===== src/hw/rtl/page_pool_replacement_assert.svh =====
// Assertion macros for the page pool replacement block.
// Expects clk and rst_n in the scope of each use; empty under SYNTHESIS.
`ifndef PAGE_POOL_REPLACEMENT_ASSERT_SVH
`define PAGE_POOL_REPLACEMENT_ASSERT_SVH
`ifndef SYNTHESIS
`define PPR_ASSERT_ALWAYS(lbl, expr, msg) \
  lbl: assert property (@(posedge clk) disable iff (!rst_n) (expr)) else $error(msg);
`define PPR_ASSERT_NEXT(lbl, pre, post, msg) \
  lbl: assert property (@(posedge clk) disable iff (!rst_n) (pre) |=> (post)) else $error(msg);
`else
`define PPR_ASSERT_ALWAYS(lbl, expr, msg)
`define PPR_ASSERT_NEXT(lbl, pre, post, msg)
`endif
`endif


===== src/hw/rtl/ppr_pkg.sv =====
// Shared types and constants of the page pool replacement block.
// No dependencies.
`timescale 1ns / 1ps
`default_nettype none
package ppr_pkg;
  localparam int ACTION_W   = 2;
  localparam int CAP_W      = 7;
  localparam int FILE_W     = 25;
  localparam int CFG_DATA_W = 25;

  localparam logic [ACTION_W-1:0] ACT_READ  = 2'd0;
  localparam logic [ACTION_W-1:0] ACT_WRITE = 2'd1;
  localparam logic [ACTION_W-1:0] ACT_FLUSH = 2'd2;

  localparam logic CFG_POOL_CAPACITY      = 1'b0;
  localparam logic CFG_INITIAL_FILE_PAGES = 1'b1;

  localparam logic [CAP_W-1:0]  CAP_RESET  = 7'd32;
  localparam logic [CAP_W-1:0]  CAP_MAX    = 7'd127;
  localparam logic [FILE_W-1:0] FILE_RESET = 25'd1;
  localparam logic [FILE_W-1:0] FILE_MAX   = 25'h1FFFFFF;

  typedef enum logic [3:0] {
    ST_IDLE,
    ST_L_RD,
    ST_L_CMP,
    ST_MISS,
    ST_Q_CHK,
    ST_Q_NXT,
    ST_V_DAT,
    ST_INSERT,
    ST_EMIT,
    ST_F_CHK,
    ST_F_DAT,
    ST_F_END
  } state_t;
endpackage
`default_nettype wire


===== src/hw/rtl/ppr_in_if.sv =====
// Request channel of the page pool replacement block.
// Depends on ppr_pkg for the action width.
`timescale 1ns / 1ps
`default_nettype none
interface ppr_in_if #(parameter int PAGE_BITS = 24) ();
  logic                        valid;
  logic                        ready;
  logic [ppr_pkg::ACTION_W-1:0] action;
  logic [PAGE_BITS-1:0]        page_number;
  modport source (output valid, action, page_number, input ready);
  modport sink (input valid, action, page_number, output ready);
endinterface
`default_nettype wire


===== src/hw/rtl/ppr_out_if.sv =====
// Result channel of the page pool replacement block.
// No dependencies.
`timescale 1ns / 1ps
`default_nettype none
interface ppr_out_if #(parameter int PAGE_BITS = 24, parameter int SLOTS = 64) ();
  logic                     valid;
  logic                     ready;
  logic                     hit;
  logic [$clog2(SLOTS)-1:0] slot;
  logic                     evicted_valid;
  logic [PAGE_BITS-1:0]     evicted_page;
  logic                     writeback_valid;
  logic [PAGE_BITS-1:0]     writeback_page;
  logic                     from_file;
  logic                     capacity_grown;
  logic                     full_error;
  logic                     last;
  modport source (output valid, hit, slot, evicted_valid, evicted_page, writeback_valid,
                  writeback_page, from_file, capacity_grown, full_error, last,
                  input ready);
  modport sink (input valid, hit, slot, evicted_valid, evicted_page, writeback_valid,
                writeback_page, from_file, capacity_grown, full_error, last,
                output ready);
endinterface
`default_nettype wire


===== src/hw/rtl/ppr_ram.sv =====
// Generic single-write, single-read RAM with registered read data.
// No dependencies.
`timescale 1ns / 1ps
`default_nettype none
module ppr_ram #(
  parameter int WIDTH = 8,
  parameter int DEPTH = 64
) (
  input  wire logic                     clk,
  input  wire logic                     we,
  input  wire logic [$clog2(DEPTH)-1:0] waddr,
  input  wire logic [WIDTH-1:0]         wdata,
  input  wire logic [$clog2(DEPTH)-1:0] raddr,
  output logic      [WIDTH-1:0]         rdata
);
  logic [WIDTH-1:0] mem [DEPTH];

  always_ff @(posedge clk) begin
    if (we) begin
      mem[waddr] <= wdata;
    end
    rdata <= mem[raddr];
  end
endmodule
`default_nettype wire


===== src/hw/rtl/page_pool_replacement.sv =====
// Page pool with FIFO replacement, pinning and flush of dirty pages.
// A read or write scans the tags slot by slot up to a hit. A miss under capacity takes a free
// slot; at capacity it evicts the oldest unpinned page, walking past pinned ones, or grows the
// capacity when all listed pages are pinned. A flush walks every slot and emits a writeback
// per dirty page, marking the final result last. One request at a time.
// Synchronous active-low reset clears valid, pinned and dirty bits, list length and used count.
`timescale 1ns / 1ps
`default_nettype none
`include "page_pool_replacement_assert.svh"
module page_pool_replacement #(
  parameter int SLOTS     = 64,
  parameter int PAGE_BITS = 24
) (
  input  wire logic                           clk,
  input  wire logic                           rst_n,
  ppr_in_if.sink                              in_chan,
  ppr_out_if.source                           out_chan,
  input  wire logic                           cfg_we,
  input  wire logic                           cfg_index,
  input  wire logic [ppr_pkg::CFG_DATA_W-1:0] cfg_wdata
);
  localparam int SW = $clog2(SLOTS);
  localparam int QW = $clog2(SLOTS + 1);
  localparam int CW = (QW > ppr_pkg::CAP_W) ? QW : ppr_pkg::CAP_W;
  localparam int FW = (PAGE_BITS + 1 > ppr_pkg::FILE_W) ? PAGE_BITS + 1 : ppr_pkg::FILE_W;
  localparam logic [SW-1:0] LAST_IDX = SW'(SLOTS - 1);

  ppr_pkg::state_t state_r, state_nxt;
  logic [ppr_pkg::ACTION_W-1:0] act_r, act_nxt;
  logic [PAGE_BITS-1:0] page_r, page_nxt;
  logic [SW-1:0] idx_r, idx_nxt, free_idx_r, free_idx_nxt;
  logic free_found_r, free_found_nxt;
  logic [SLOTS-1:0] valid_r, valid_nxt, pinned_r, pinned_nxt, dirty_r, dirty_nxt;
  logic [SW-1:0] head_r, head_nxt, tail_r, tail_nxt, cur_r, cur_nxt, prev_r, prev_nxt;
  logic [QW-1:0] qlen_r, qlen_nxt, qcnt_r, qcnt_nxt;
  logic [CW-1:0] used_r, used_nxt;
  logic [ppr_pkg::CAP_W-1:0] cap_r, cap_nxt;
  logic [ppr_pkg::FILE_W-1:0] fpc_r, fpc_nxt;
  logic [SW-1:0] slot_r, slot_nxt;
  logic r_hit_r, r_hit_nxt, r_ev_r, r_ev_nxt, r_wb_r, r_wb_nxt, r_ff_r, r_ff_nxt;
  logic r_grown_r, r_grown_nxt, r_full_r, r_full_nxt, r_last_r, r_last_nxt;
  logic [PAGE_BITS-1:0] r_evp_r, r_evp_nxt, r_wbp_r, r_wbp_nxt;
  logic pend_v_r, pend_v_nxt;
  logic [SW-1:0] pend_slot_r, pend_slot_nxt;
  logic [PAGE_BITS-1:0] pend_tag_r, pend_tag_nxt;

  logic ov_r, ov_nxt;
  logic o_hit_r, o_hit_nxt, o_ev_r, o_ev_nxt, o_wb_r, o_wb_nxt, o_ff_r, o_ff_nxt;
  logic o_grown_r, o_grown_nxt, o_full_r, o_full_nxt, o_last_r, o_last_nxt;
  logic [SW-1:0] o_slot_r, o_slot_nxt;
  logic [PAGE_BITS-1:0] o_evp_r, o_evp_nxt, o_wbp_r, o_wbp_nxt;

  logic ld;
  logic ld_hit, ld_ev, ld_wb, ld_ff, ld_grown, ld_full, ld_last;
  logic [SW-1:0] ld_slot;
  logic [PAGE_BITS-1:0] ld_evp, ld_wbp;

  logic out_free;
  logic [SW-1:0] tag_raddr;
  logic [PAGE_BITS-1:0] tag_rdata;
  logic tag_we;
  logic [SW-1:0] next_rdata, next_waddr, next_wdata;
  logic next_we;

  assign out_free  = !ov_r || out_chan.ready;
  assign tag_raddr = (state_r == ppr_pkg::ST_Q_CHK) ? cur_r : idx_r;
  assign tag_we    = (state_r == ppr_pkg::ST_INSERT);

  always_comb begin
    next_we    = 1'b0;
    next_waddr = tail_r;
    next_wdata = slot_r;
    if (state_r == ppr_pkg::ST_V_DAT && cur_r != head_r) begin
      next_we    = 1'b1;
      next_waddr = prev_r;
      next_wdata = next_rdata;
    end else if (state_r == ppr_pkg::ST_INSERT && qlen_r != '0) begin
      next_we = 1'b1;
    end
  end

  ppr_ram #(.WIDTH(PAGE_BITS), .DEPTH(SLOTS)) u_tag_ram (
    .clk   (clk),
    .we    (tag_we),
    .waddr (slot_r),
    .wdata (page_r),
    .raddr (tag_raddr),
    .rdata (tag_rdata)
  );

  ppr_ram #(.WIDTH(SW), .DEPTH(SLOTS)) u_next_ram (
    .clk   (clk),
    .we    (next_we),
    .waddr (next_waddr),
    .wdata (next_wdata),
    .raddr (cur_r),
    .rdata (next_rdata)
  );

  always_comb begin
    state_nxt = state_r;   act_nxt = act_r;     page_nxt = page_r;
    idx_nxt = idx_r;       free_idx_nxt = free_idx_r; free_found_nxt = free_found_r;
    valid_nxt = valid_r;   pinned_nxt = pinned_r; dirty_nxt = dirty_r;
    head_nxt = head_r;     tail_nxt = tail_r;   cur_nxt = cur_r;   prev_nxt = prev_r;
    qlen_nxt = qlen_r;     qcnt_nxt = qcnt_r;   used_nxt = used_r;
    cap_nxt = cap_r;       fpc_nxt = fpc_r;     slot_nxt = slot_r;
    r_hit_nxt = r_hit_r;   r_ev_nxt = r_ev_r;   r_wb_nxt = r_wb_r;  r_ff_nxt = r_ff_r;
    r_grown_nxt = r_grown_r; r_full_nxt = r_full_r; r_last_nxt = r_last_r;
    r_evp_nxt = r_evp_r;   r_wbp_nxt = r_wbp_r;
    pend_v_nxt = pend_v_r; pend_slot_nxt = pend_slot_r; pend_tag_nxt = pend_tag_r;
    ld = 1'b0;
    ld_hit = r_hit_r; ld_ev = r_ev_r; ld_wb = r_wb_r; ld_ff = r_ff_r;
    ld_grown = r_grown_r; ld_full = r_full_r; ld_last = r_last_r;
    ld_slot = slot_r; ld_evp = r_evp_r; ld_wbp = r_wbp_r;
    in_chan.ready = 1'b0;

    if (cfg_we) begin
      if (cfg_index == ppr_pkg::CFG_POOL_CAPACITY) begin
        cap_nxt = cfg_wdata[ppr_pkg::CAP_W-1:0];
      end else begin
        fpc_nxt = cfg_wdata[ppr_pkg::FILE_W-1:0];
      end
    end

    case (state_r)
      ppr_pkg::ST_IDLE: begin
        in_chan.ready = 1'b1;
        if (in_chan.valid) begin
          act_nxt = in_chan.action;
          page_nxt = in_chan.page_number;
          idx_nxt = '0;
          free_found_nxt = 1'b0;
          pend_v_nxt = 1'b0;
          slot_nxt = '0;
          r_hit_nxt = 1'b0; r_ev_nxt = 1'b0; r_wb_nxt = 1'b0; r_ff_nxt = 1'b0;
          r_grown_nxt = 1'b0; r_full_nxt = 1'b0; r_last_nxt = 1'b1;
          r_evp_nxt = '0; r_wbp_nxt = '0;
          if (in_chan.action inside {ppr_pkg::ACT_READ, ppr_pkg::ACT_WRITE}) begin
            state_nxt = ppr_pkg::ST_L_RD;
          end else if (in_chan.action == ppr_pkg::ACT_FLUSH) begin
            state_nxt = ppr_pkg::ST_F_CHK;
          end else begin
            state_nxt = ppr_pkg::ST_EMIT;
          end
        end
      end
      ppr_pkg::ST_L_RD: begin
        state_nxt = ppr_pkg::ST_L_CMP;
      end
      ppr_pkg::ST_L_CMP: begin
        if (valid_r[idx_r] && tag_rdata == page_r) begin
          r_hit_nxt = 1'b1;
          slot_nxt = idx_r;
          if (act_r == ppr_pkg::ACT_WRITE) begin
            pinned_nxt[idx_r] = 1'b1;
            dirty_nxt[idx_r] = 1'b1;
          end
          state_nxt = ppr_pkg::ST_EMIT;
        end else begin
          if (!valid_r[idx_r] && !free_found_r) begin
            free_found_nxt = 1'b1;
            free_idx_nxt = idx_r;
          end
          if (idx_r == LAST_IDX) begin
            state_nxt = ppr_pkg::ST_MISS;
          end else begin
            idx_nxt = idx_r + SW'(1);
            state_nxt = ppr_pkg::ST_L_RD;
          end
        end
      end
      ppr_pkg::ST_MISS: begin
        if (used_r < CW'(cap_r)) begin
          if (free_found_r) begin
            slot_nxt = free_idx_r;
            used_nxt = used_r + CW'(1);
            state_nxt = ppr_pkg::ST_INSERT;
          end else begin
            r_full_nxt = 1'b1;
            state_nxt = ppr_pkg::ST_EMIT;
          end
        end else begin
          cur_nxt = head_r;
          qcnt_nxt = qlen_r;
          state_nxt = ppr_pkg::ST_Q_CHK;
        end
      end
      ppr_pkg::ST_Q_CHK: begin
        if (qcnt_r == '0) begin
          if (free_found_r) begin
            slot_nxt = free_idx_r;
            used_nxt = used_r + CW'(1);
            if (cap_r < ppr_pkg::CAP_MAX) begin
              cap_nxt = cap_r + ppr_pkg::CAP_W'(1);
            end
            r_grown_nxt = 1'b1;
            state_nxt = ppr_pkg::ST_INSERT;
          end else begin
            r_full_nxt = 1'b1;
            state_nxt = ppr_pkg::ST_EMIT;
          end
        end else if (!pinned_r[cur_r]) begin
          state_nxt = ppr_pkg::ST_V_DAT;
        end else begin
          state_nxt = ppr_pkg::ST_Q_NXT;
        end
      end
      ppr_pkg::ST_Q_NXT: begin
        prev_nxt = cur_r;
        cur_nxt = next_rdata;
        qcnt_nxt = qcnt_r - QW'(1);
        state_nxt = ppr_pkg::ST_Q_CHK;
      end
      ppr_pkg::ST_V_DAT: begin
        r_ev_nxt = 1'b1;
        r_evp_nxt = tag_rdata;
        if (dirty_r[cur_r]) begin
          r_wb_nxt = 1'b1;
          r_wbp_nxt = tag_rdata;
        end
        if (cur_r == head_r) begin
          head_nxt = next_rdata;
        end
        if (cur_r == tail_r) begin
          tail_nxt = prev_r;
        end
        qlen_nxt = qlen_r - QW'(1);
        valid_nxt[cur_r] = 1'b0;
        pinned_nxt[cur_r] = 1'b0;
        dirty_nxt[cur_r] = 1'b0;
        slot_nxt = cur_r;
        state_nxt = ppr_pkg::ST_INSERT;
      end
      ppr_pkg::ST_INSERT: begin
        if (FW'(page_r) < FW'(fpc_r)) begin
          r_ff_nxt = 1'b1;
        end else if (fpc_r < ppr_pkg::FILE_MAX) begin
          fpc_nxt = fpc_r + ppr_pkg::FILE_W'(1);
        end
        valid_nxt[slot_r] = 1'b1;
        pinned_nxt[slot_r] = (act_r == ppr_pkg::ACT_WRITE);
        dirty_nxt[slot_r] = (act_r == ppr_pkg::ACT_WRITE);
        if (qlen_r == '0) begin
          head_nxt = slot_r;
        end
        tail_nxt = slot_r;
        qlen_nxt = qlen_r + QW'(1);
        state_nxt = ppr_pkg::ST_EMIT;
      end
      ppr_pkg::ST_EMIT: begin
        if (out_free) begin
          ld = 1'b1;
          state_nxt = ppr_pkg::ST_IDLE;
        end
      end
      ppr_pkg::ST_F_CHK: begin
        if (valid_r[idx_r] && dirty_r[idx_r]) begin
          state_nxt = ppr_pkg::ST_F_DAT;
        end else if (idx_r == LAST_IDX) begin
          state_nxt = ppr_pkg::ST_F_END;
        end else begin
          idx_nxt = idx_r + SW'(1);
        end
      end
      ppr_pkg::ST_F_DAT: begin
        if (!pend_v_r || out_free) begin
          if (pend_v_r) begin
            ld = 1'b1;
            ld_slot = pend_slot_r; ld_wb = 1'b1; ld_wbp = pend_tag_r; ld_last = 1'b0;
          end
          pend_v_nxt = 1'b1;
          pend_slot_nxt = idx_r;
          pend_tag_nxt = tag_rdata;
          dirty_nxt[idx_r] = 1'b0;
          if (idx_r == LAST_IDX) begin
            state_nxt = ppr_pkg::ST_F_END;
          end else begin
            idx_nxt = idx_r + SW'(1);
            state_nxt = ppr_pkg::ST_F_CHK;
          end
        end
      end
      ppr_pkg::ST_F_END: begin
        if (out_free) begin
          ld = 1'b1;
          if (pend_v_r) begin
            ld_slot = pend_slot_r; ld_wb = 1'b1; ld_wbp = pend_tag_r;
          end
          state_nxt = ppr_pkg::ST_IDLE;
        end
      end
      default: begin
        state_nxt = ppr_pkg::ST_IDLE;
      end
    endcase

    ov_nxt = ov_r && !out_chan.ready;
    o_hit_nxt = o_hit_r; o_ev_nxt = o_ev_r; o_wb_nxt = o_wb_r; o_ff_nxt = o_ff_r;
    o_grown_nxt = o_grown_r; o_full_nxt = o_full_r; o_last_nxt = o_last_r;
    o_slot_nxt = o_slot_r; o_evp_nxt = o_evp_r; o_wbp_nxt = o_wbp_r;
    if (ld) begin
      ov_nxt = 1'b1;
      o_hit_nxt = ld_hit; o_ev_nxt = ld_ev; o_wb_nxt = ld_wb; o_ff_nxt = ld_ff;
      o_grown_nxt = ld_grown; o_full_nxt = ld_full; o_last_nxt = ld_last;
      o_slot_nxt = ld_slot; o_evp_nxt = ld_evp; o_wbp_nxt = ld_wbp;
    end
  end

  always_ff @(posedge clk) begin
    if (!rst_n) begin
      state_r <= ppr_pkg::ST_IDLE;
      valid_r <= '0;
      pinned_r <= '0;
      dirty_r <= '0;
      qlen_r <= '0;
      used_r <= '0;
      cap_r <= ppr_pkg::CAP_RESET;
      fpc_r <= ppr_pkg::FILE_RESET;
      pend_v_r <= 1'b0;
      ov_r <= 1'b0;
    end else begin
      state_r <= state_nxt;
      valid_r <= valid_nxt;
      pinned_r <= pinned_nxt;
      dirty_r <= dirty_nxt;
      qlen_r <= qlen_nxt;
      used_r <= used_nxt;
      cap_r <= cap_nxt;
      fpc_r <= fpc_nxt;
      pend_v_r <= pend_v_nxt;
      ov_r <= ov_nxt;
    end
  end

  always_ff @(posedge clk) begin
    act_r <= act_nxt;       page_r <= page_nxt;
    idx_r <= idx_nxt;       free_idx_r <= free_idx_nxt; free_found_r <= free_found_nxt;
    head_r <= head_nxt;     tail_r <= tail_nxt;  cur_r <= cur_nxt;  prev_r <= prev_nxt;
    qcnt_r <= qcnt_nxt;     slot_r <= slot_nxt;
    r_hit_r <= r_hit_nxt;   r_ev_r <= r_ev_nxt;  r_wb_r <= r_wb_nxt; r_ff_r <= r_ff_nxt;
    r_grown_r <= r_grown_nxt; r_full_r <= r_full_nxt; r_last_r <= r_last_nxt;
    r_evp_r <= r_evp_nxt;   r_wbp_r <= r_wbp_nxt;
    pend_slot_r <= pend_slot_nxt; pend_tag_r <= pend_tag_nxt;
    o_hit_r <= o_hit_nxt;   o_ev_r <= o_ev_nxt;  o_wb_r <= o_wb_nxt; o_ff_r <= o_ff_nxt;
    o_grown_r <= o_grown_nxt; o_full_r <= o_full_nxt; o_last_r <= o_last_nxt;
    o_slot_r <= o_slot_nxt; o_evp_r <= o_evp_nxt; o_wbp_r <= o_wbp_nxt;
  end

  assign out_chan.valid           = ov_r;
  assign out_chan.hit             = o_hit_r;
  assign out_chan.slot            = o_slot_r;
  assign out_chan.evicted_valid   = o_ev_r;
  assign out_chan.evicted_page    = o_evp_r;
  assign out_chan.writeback_valid = o_wb_r;
  assign out_chan.writeback_page  = o_wbp_r;
  assign out_chan.from_file       = o_ff_r;
  assign out_chan.capacity_grown  = o_grown_r;
  assign out_chan.full_error      = o_full_r;
  assign out_chan.last            = o_last_r;

  `PPR_ASSERT_NEXT(a_accept_leaves_idle, in_chan.valid && in_chan.ready, state_r != ppr_pkg::ST_IDLE, "request accepted but sequencer stayed idle")
  `PPR_ASSERT_ALWAYS(a_list_len_matches, 32'(qlen_r) == 32'($countones(valid_r)), "insertion list length differs from resident slot count")
  `PPR_ASSERT_ALWAYS(a_used_bound, 32'(used_r) <= 32'(SLOTS), "used slot count beyond physical slots")
endmodule
`default_nettype wire

===== src/flat_wrapper.sv =====
// flat-port wrapper written by rule: the top's interface ports become plain ports
module page_pool_replacement_flat 
#(
  parameter int SLOTS     = 64,
  parameter int PAGE_BITS = 24
)
  (clk, rst_n, cfg_we, cfg_index, cfg_wdata, in_chan_valid, in_chan_action, in_chan_page_number, in_chan_ready, out_chan_valid, out_chan_hit, out_chan_slot, out_chan_evicted_valid, out_chan_evicted_page, out_chan_writeback_valid, out_chan_writeback_page, out_chan_from_file, out_chan_capacity_grown, out_chan_full_error, out_chan_last, out_chan_ready);
  ppr_in_if #(.PAGE_BITS(PAGE_BITS)) in_chan_i ();
  ppr_out_if #(.PAGE_BITS(PAGE_BITS), .SLOTS(SLOTS)) out_chan_i ();
  input  wire logic clk;
  input  wire logic rst_n;
  input  wire logic cfg_we;
  input  wire logic cfg_index;
  input  wire logic [ppr_pkg::CFG_DATA_W-1:0] cfg_wdata;
  input wire logic [$bits(in_chan_i.valid)-1:0] in_chan_valid;
  input wire logic [$bits(in_chan_i.action)-1:0] in_chan_action;
  input wire logic [$bits(in_chan_i.page_number)-1:0] in_chan_page_number;
  output wire logic [$bits(in_chan_i.ready)-1:0] in_chan_ready;
  output wire logic [$bits(out_chan_i.valid)-1:0] out_chan_valid;
  output wire logic [$bits(out_chan_i.hit)-1:0] out_chan_hit;
  output wire logic [$bits(out_chan_i.slot)-1:0] out_chan_slot;
  output wire logic [$bits(out_chan_i.evicted_valid)-1:0] out_chan_evicted_valid;
  output wire logic [$bits(out_chan_i.evicted_page)-1:0] out_chan_evicted_page;
  output wire logic [$bits(out_chan_i.writeback_valid)-1:0] out_chan_writeback_valid;
  output wire logic [$bits(out_chan_i.writeback_page)-1:0] out_chan_writeback_page;
  output wire logic [$bits(out_chan_i.from_file)-1:0] out_chan_from_file;
  output wire logic [$bits(out_chan_i.capacity_grown)-1:0] out_chan_capacity_grown;
  output wire logic [$bits(out_chan_i.full_error)-1:0] out_chan_full_error;
  output wire logic [$bits(out_chan_i.last)-1:0] out_chan_last;
  input wire logic [$bits(out_chan_i.ready)-1:0] out_chan_ready;
  assign in_chan_i.valid = in_chan_valid;
  assign in_chan_i.action = in_chan_action;
  assign in_chan_i.page_number = in_chan_page_number;
  assign in_chan_ready = in_chan_i.ready;
  assign out_chan_valid = out_chan_i.valid;
  assign out_chan_hit = out_chan_i.hit;
  assign out_chan_slot = out_chan_i.slot;
  assign out_chan_evicted_valid = out_chan_i.evicted_valid;
  assign out_chan_evicted_page = out_chan_i.evicted_page;
  assign out_chan_writeback_valid = out_chan_i.writeback_valid;
  assign out_chan_writeback_page = out_chan_i.writeback_page;
  assign out_chan_from_file = out_chan_i.from_file;
  assign out_chan_capacity_grown = out_chan_i.capacity_grown;
  assign out_chan_full_error = out_chan_i.full_error;
  assign out_chan_last = out_chan_i.last;
  assign out_chan_i.ready = out_chan_ready;
  page_pool_replacement #(.SLOTS(SLOTS), .PAGE_BITS(PAGE_BITS)) u_core (.clk(clk), .rst_n(rst_n), .in_chan(in_chan_i), .out_chan(out_chan_i), .cfg_we(cfg_we), .cfg_index(cfg_index), .cfg_wdata(cfg_wdata));
endmodule

===== config.mk =====
export PLATFORM = sky130hd
export DESIGN_NAME = page_pool_replacement_flat
export DESIGN_NICKNAME = d
export VERILOG_FILES = /design/src/hw/rtl/ppr_pkg.sv /design/src/hw/rtl/ppr_in_if.sv /design/src/hw/rtl/ppr_out_if.sv /design/src/hw/rtl/ppr_ram.sv /design/src/hw/rtl/page_pool_replacement.sv /design/src/flat_wrapper.sv
export VERILOG_INCLUDE_DIRS = /design/src /design/src/hw/rtl
export SDC_FILE = /design/constraint.sdc
export NUM_CORES = 2
export LEC_CHECK = 0
export ABC_AREA = 0
export BUFFER_PORTS_ARGS = -buffer_cell sky130_fd_sc_hd__buf_2
export CELL_PAD_IN_SITES_DETAIL_PLACEMENT = 1
export CELL_PAD_IN_SITES_GLOBAL_PLACEMENT = 2
export CORE_ASPECT_RATIO = 1.75
export CORE_UTILIZATION = 48
export DETAILED_ROUTE_END_ITERATION = 7
export HOLD_SLACK_MARGIN = 0.1
export PLACE_DENSITY_LB_ADDON = 0.1
export SYNTH_ARGS = -nofsm -noshare
export SYNTH_HDL_FRONTEND = slang
export SYNTH_SLANG_ARGS = --single-unit

===== constraint.sdc =====
create_clock -name clk -period 5 [get_ports clk]
set_input_delay 0.75 -clock clk [delete_from_list [all_inputs] [get_ports clk]]
set_output_delay 0.75 -clock clk [all_outputs]
set_load 0.03 [all_outputs]

Word level (Yosys, flattened, before mapping) --
Memories as Yosys holds them, arrays and structs flattened. A register that Yosys moved wholly into a read port is not among the register bits. Cells that the tools add are included.
Cells by class: $add $sub $neg 7, magnitude comparators 10, equal/unequal tests 37, mux-type cells 127, bitwise gates (word level) 10, reductions and logical operators 56
Operators with widths (number):
- 64-bit two-way mux | 5
- 64-bit AND | 4
- 64-bit case mux with 4 select lines | 1
- 64-bit bitwise OR | 3
- 64-bit case mux with 3 select lines | 1
- 24-bit case mux with 2 select lines | 3
- 64-bit bitwise mux | 2
- 64-bit NOT | 2
- 64-bit case mux with 2 select lines | 1
- 25-bit two-way mux | 5
- 24-bit two-way mux | 5
- 6-bit two-way mux | 19
- 7-bit two-way mux | 10
- 6-bit case mux with 2 select lines | 4
- 4-bit case mux with 11 select lines | 1
- 7-bit case mux with 2 select lines | 3
- 4-bit two-way mux | 10
- 1-bit two-way mux | 35
- 6-bit case mux with 5 select lines | 1
- 25-bit by 1-bit adder with 25-bit output (second input constant) | 1
- 24-bit by 25-bit less-than comparator with 1-bit output | 1
- 25-bit less-than comparator (second input constant) | 1
- 1-bit binary-select mux with 6-bit select | 4
- 24-bit == test | 1
- 41 further kinds | 124
Word-level totals: register bits 465, RAM bits 1920, bits of input ports 57, output and inout port bits 63, memories 2
Memory list:
- u_core.u_tag_ram.mem | words 64, bits a word 24, rd ports 1, clocked after Yosys merged registers in 1, write ports 1, line ppr_ram.sv:16 | logic [WIDTH-1:0] mem [DEPTH];
- u_core.u_next_ram.mem | words 64, bits a word 6, rd ports 1, clocked after Yosys merged registers in 1, write ports 1, line ppr_ram.sv:16

Logic depth before layout (Yosys ltp) --
depth in word-level cells 8, gate-level depth with buffers 15

By module --
From an unflattened synthesis, not the netlist that was laid out.
Unflattened totals: cell total of the unflattened synthesis 6259, area, all modules 100422.6 sq um
By module, submodules not included:
- ppr_ram (u_core.u_tag_ram) | times used 1, cells an instance 2610, area an instance 59295.6 sq um
- page_pool_replacement | times used 1, cells an instance 2920, area an instance 25921.1 sq um
- ppr_ram (u_core.u_next_ram) | times used 1, cells an instance 729, area an instance 15205.8 sq um

Least setup slack after synthesis --
OpenSTA, ideal clock, no wires.
kind register to register, start register u_core.cur_r[1], end register u_core.r_wb_r, enable pin, setup time 0.442 ns, arrival time 3.978 ns, required time 4.558 ns, setup slack 0.580 ns, stages on the path, launching flop included 14, period minus slack after synthesis 4.420 ns, cells stage by stage edfxtp_1 > clkbuf_1 > buf_2 > buf_2 > nand2_1 > nor2_1 > clkbuf_1 > a22oi_1 > nand4_1 > o21ai_0 > nor2_1 > a21oi_1 > o21a_1 > o21ai_0
On the way: cells in the longest elaborated chain, start to end 4
Ends and longest elaborated chain:
- start, declared | line page_pool_replacement.sv:34 | logic [SW-1:0] head_r, head_nxt, tail_r, tail_nxt, cur_r, cur_nxt, prev_r, prev_nxt;
- start signal, assigned | line page_pool_replacement.sv:338 | head_r <= head_nxt; tail_r <= tail_nxt; cur_r <= cur_nxt; prev_r <= prev_nxt;
- 1-bit binary-select mux with 6-bit select | line page_pool_replacement.sv:217 | if (dirty_r[cur_r]) begin
- 1-bit two-way mux (implied by the code) | line page_pool_replacement.sv:217
- 2-bit != test (no source line)
- 3-bit AND reduction (no source line)
- end signal, assigned | line page_pool_replacement.sv:340 | r_hit_r <= r_hit_nxt; r_ev_r <= r_ev_nxt; r_wb_r <= r_wb_nxt; r_ff_r <= r_ff_nxt;
- end, declared | line page_pool_replacement.sv:40 | logic r_hit_r, r_hit_nxt, r_ev_r, r_ev_nxt, r_wb_r, r_wb_nxt, r_ff_r, r_ff_nxt;
Every way passes these cells. The select of a mux whose other input is x is not followed. A chain may end at the register's enable or synchronous reset.

Final worst setup path --
start register u_core.state_r[1], end register u_core.u_tag_ram.rdata[23] (read register of u_core.u_tag_ram.mem)
On the way: cells in the longest elaborated chain, start to end 2
Ends and longest elaborated chain:
- start, declared | line page_pool_replacement.sv:28 | ppr_pkg::state_t state_r, state_nxt;
- start signal, assigned | line page_pool_replacement.sv:311 | state_r <= ppr_pkg::ST_IDLE;
- start signal, assigned | line page_pool_replacement.sv:322 | state_r <= state_nxt;
- 4-bit by 3-bit == test with 1-bit output | line page_pool_replacement.sv:66 | assign tag_raddr = (state_r == ppr_pkg::ST_Q_CHK) ? cur_r : idx_r;
- 6-bit two-way mux | line page_pool_replacement.sv:66
- end, declared | line ppr_ram.sv:14 | output logic [WIDTH-1:0] rdata
Every way passes these cells.

==> impl_results.md <==
- Root Buffer: clkbuf_16
- R2R cell count: 12
- HPWL after DPL: 233,000 um
- Worst EP arrival: between 5 and 6 ns
- Resized Gates After CTS: 0
- PD cells: 531 mW/mm^2
- Peak supply drop: approximately 0.44 mV
- CTS Hold Bufs: 32
- IO buf count: ~120
- Critical path fanouts, max: 51
- Cell Rows: ~220
- Die Y-Extent: approximately 600 um
- Slew Limit Headroom: -3.91%
- Synth Register Bits: ~2,400
- Initial Util: between 40% and 50%
- Initial antenna violation count: 10
- Required time of the critical path: 5.84 ns
- Yosys warns: 0
- First-pass DRT Iterations: 5
- Largest net degree at the start of global routing: 87
- Place WS: ~0.52 ns
- Cells after Synth: 6,039
- DRC viols: 0
- Leakage: between 30 and 40 nW
- Fill count: roughly 19,000
- Worst-path clk slew: 0.07 ns
- RR Startpoint: u_core.state_r[1]$_SDFFE_PN0P_
- Post-synth EDFFs: roughly 2,100
- Top FF cell, synth: edfxtp_1
- Failing checks: max-capacitance violations, max-slew violations
- Core region area: 0.203 mm^2
- Mapped Nets: between 6,000 and 7,000
- Net switching power figure: between 0.02 and 0.025 W
- Fin. Hold Viols: 0
- Type of the worst setup path: flip-flop to flip-flop
- # IOs: between 100 and 150
- Clock Skew: 0.0485 ns
- WL final: between 300,000 and 400,000 um
- Layout Nets: 6,538
- Worst reg2reg path endpoint: u_core.u_tag_ram.rdata[23]$_DFF_P_
- Vias per cell: approximately 6.5
- Power share of the combinational group: just under 30%
- Die width: about 340 um
- Clock sinks: between 2,000 and 2,500
- Total Routing Usage GR: between 30% and 40%
- Crit. End Element: flip-flop
- Commonest non-fill, non-tap cell in the layout: edfxtp_1
- Pins over their slew limit: 4
- Initial DRC count: between 5,000 and 6,000
- Share of cells above drive strength 1: between 20% and 30%
- Commonest cells after routing, fill and taps aside: edfxtp_1 (2,141), nand2_1 (436), buf_4 (407)
- Wire length per cell: about 38 um
- Fin crit share: about nine tenths
- Area of the multi-input gates: about 0.027 mm^2
- Final estimated routing congestion in global placement: a little under 1
- Netlist cell types: between 80 and 90
- Pint: 0.0394 W
- Status: finished with violations
- Reg power frac: a little over two fifths
- Storage cell area: 0.0698 mm^2
- Critical Path Start Type: flip-flop
- Finished Core Util: 55.2%
- Setup Total Neg Slack: 0 ns
- H-tree depth: 4
- Post-synthesis area per instance: ~16 um^2
- Vias: between 60,000 and 70,000
- Hold Path Sink: u_core.act_r[1]$_DFFE_PP_
- Fmax: roughly 0.22 GHz
- Min-delay src: in_chan_action[1]
- Min Clock Period, post-route: 4.55 ns
- Num CTS Buffers: 220
- WHS Path Cells: 1
- First-pass GRT wire length: between 400,000 and 500,000 um
- Final setup vio count: 0
- Min-delay worst type: input port to flip-flop
- CTS tree: yes
- Asr flop ratio synth: 0%
- Reg2reg setup slack: between 0.4 and 0.5 ns
- Number of max-cap violations: 3
- Vias in the first global route: 63,700
- Setup ws final: between 0.4 and 0.5 ns
- Clock network fraction of total power: ~29%
- Post-Syn Area: just under 0.1 mm^2
- DRT antenna net count: 0
- Tightest Pin Transition: approximately 1.5 ns
- Max clock buf depth: 4
- Overall power: between 0.05 and 0.06 W
- Sw frac: around 34%
- Die Area: between 0.2 and 0.25 mm^2
- Register area share after synthesis: a little under three quarters
- Synth-to-Final Area Change: 14.4%
- Total congestion overflow: 0
- Clock network latency to the later pin of the worst-skew pair: approximately 0.9 ns
- RSZ-0062 raised after global routing: false
- Post-CTS Setup Inserts: 0
-- logic make-up after synthesis --
logic type                 Yosys count  share of synthesized area, %
AOI/OAI and AO/OA                 1282                          9.50
xor gates and xnor gates            53                         0.474
adders and majority gates           40                         0.519
buffers and inverters              475                          2.04
DFF                               2415                          71.2
muxes                              510                          10.3
and+or+nand+nor                   1264                          5.92
-- cell usage after synthesis (85+ instances only) --
library cell,count,area share [%]
a31oi_1,97,0.62
mux4_2,392,9.0
edfxtp_1,2141,66
nand2_1,437,1.7
nor2_1,357,1.4
clkbuf_1,276,1.1
nor3_1,85,0.43
dfxtp_1,274,5.6
a22oi_1,200,1.5
and2_1,134,0.86
o21ai_0,198,1.0
a211oi_1,131,1.0
a21oi_1,193,0.99
-- worst max-delay path by stage --
stage	start	end	slack, ns	cells after the start
detailed placement	u_core.state_r[1]$_SDFFE_PN0P_	u_core.u_tag_ram.rdata[23]$_DFF_P_	0.52	12
floorplan	u_core.cur_r[1]$_DFFE_PP_	u_core.r_wb_r$_DFFE_PP_	0.58	13
CTS	u_core.state_r[1]$_SDFFE_PN0P_	u_core.u_tag_ram.rdata[23]$_DFF_P_	0.52	12
finish	u_core.state_r[1]$_SDFFE_PN0P_	u_core.u_tag_ram.rdata[23]$_DFF_P_	0.45	12
global route	u_core.state_r[1]$_SDFFE_PN0P_	u_core.u_tag_ram.rdata[23]$_DFF_P_	0.50	12
global placement	u_core.state_r[1]$_SDFFE_PN0P_	u_core.u_tag_ram.rdata[23]$_DFF_P_	0.05	11
-- flip-flops by register name, indices dropped and copies added (netlist names), 25 cells and up --
register,cells
u_core.dirty_r,64
u_core.fpc_r,25
u_core.pinned_r,64
u_core.u_next_ram.mem,384
u_core.u_tag_ram.mem,1536
u_core.valid_r,64
-- per-layer routing --
layer | global-route usage [%] | vias up | part of all wire, %
li1 | - | 25100 | -
met1 | 37.6 | 32200 | 34
met2 | 59.5 | 2515 | 51
met3 | 4.19 | 938 | 5.3
met4 | 28.2 | 2 | 9.8
met5 | 0 | - | 0.0026
-- worst max-delay path: stages (launching register included) --
cell      delay (ns)
dfxtp_1         0.31
nand2b_1        0.21
nor3_4          0.44
buf_4           0.35
mux2i_4         0.29
buf_12          0.24
buf_12          0.30
buf_4           0.36
mux4_2          0.24
nand2_1         0.06
a31oi_1         1.12
a21oi_1         0.27
a21oi_1         0.20
-- area by class of cell --
| cell class | instances | area share, % |
|---|---|---|
| clock buffers | 259 | 5.15 |
| multi-input cells | 3149 | 24.0 |
| flip-flops and latches | 2415 | 62.3 |
| inverters | 59 | 0.200 |
| well taps | 2652 | 2.96 |
| repair buffers | 596 | 4.22 |
| diodes | 5 | 0.0112 |
| clock inverters | 141 | 1.22 |
-- stage by stage --
| step | cell area (um^2) | std cells | hold slack (ns) |
|---|---|---|---|
| CTS | 112000 | 9271 | 0.103 |
| global placement | 105000 | 8838 | 0.403 |
| floorplan | 98000 | 6039 | 0.400 |
| finish | 112000 | 9276 | 0.124 |
| detailed placement | 105000 | 8839 | 0.406 |
| global route | 112000 | 9272 | 0.116 |
-- power groups by stage --
stage / Combinational, W / Sequential [W] / Clock (W)
final: 0.0173 / 0.0251 / 0.0172
after global routing: 0.0179 / 0.0251 / 0.0179
after CTS: 0.0173 / 0.0250 / 0.0174
after detailed placement: 0.0172 / 0.0255 / 0
after global placement: 0.0169 / 0.0254 / 0
after floorplan: 0.00862 / 0.0256 / 0
Power figures use the tool's default switching activity.
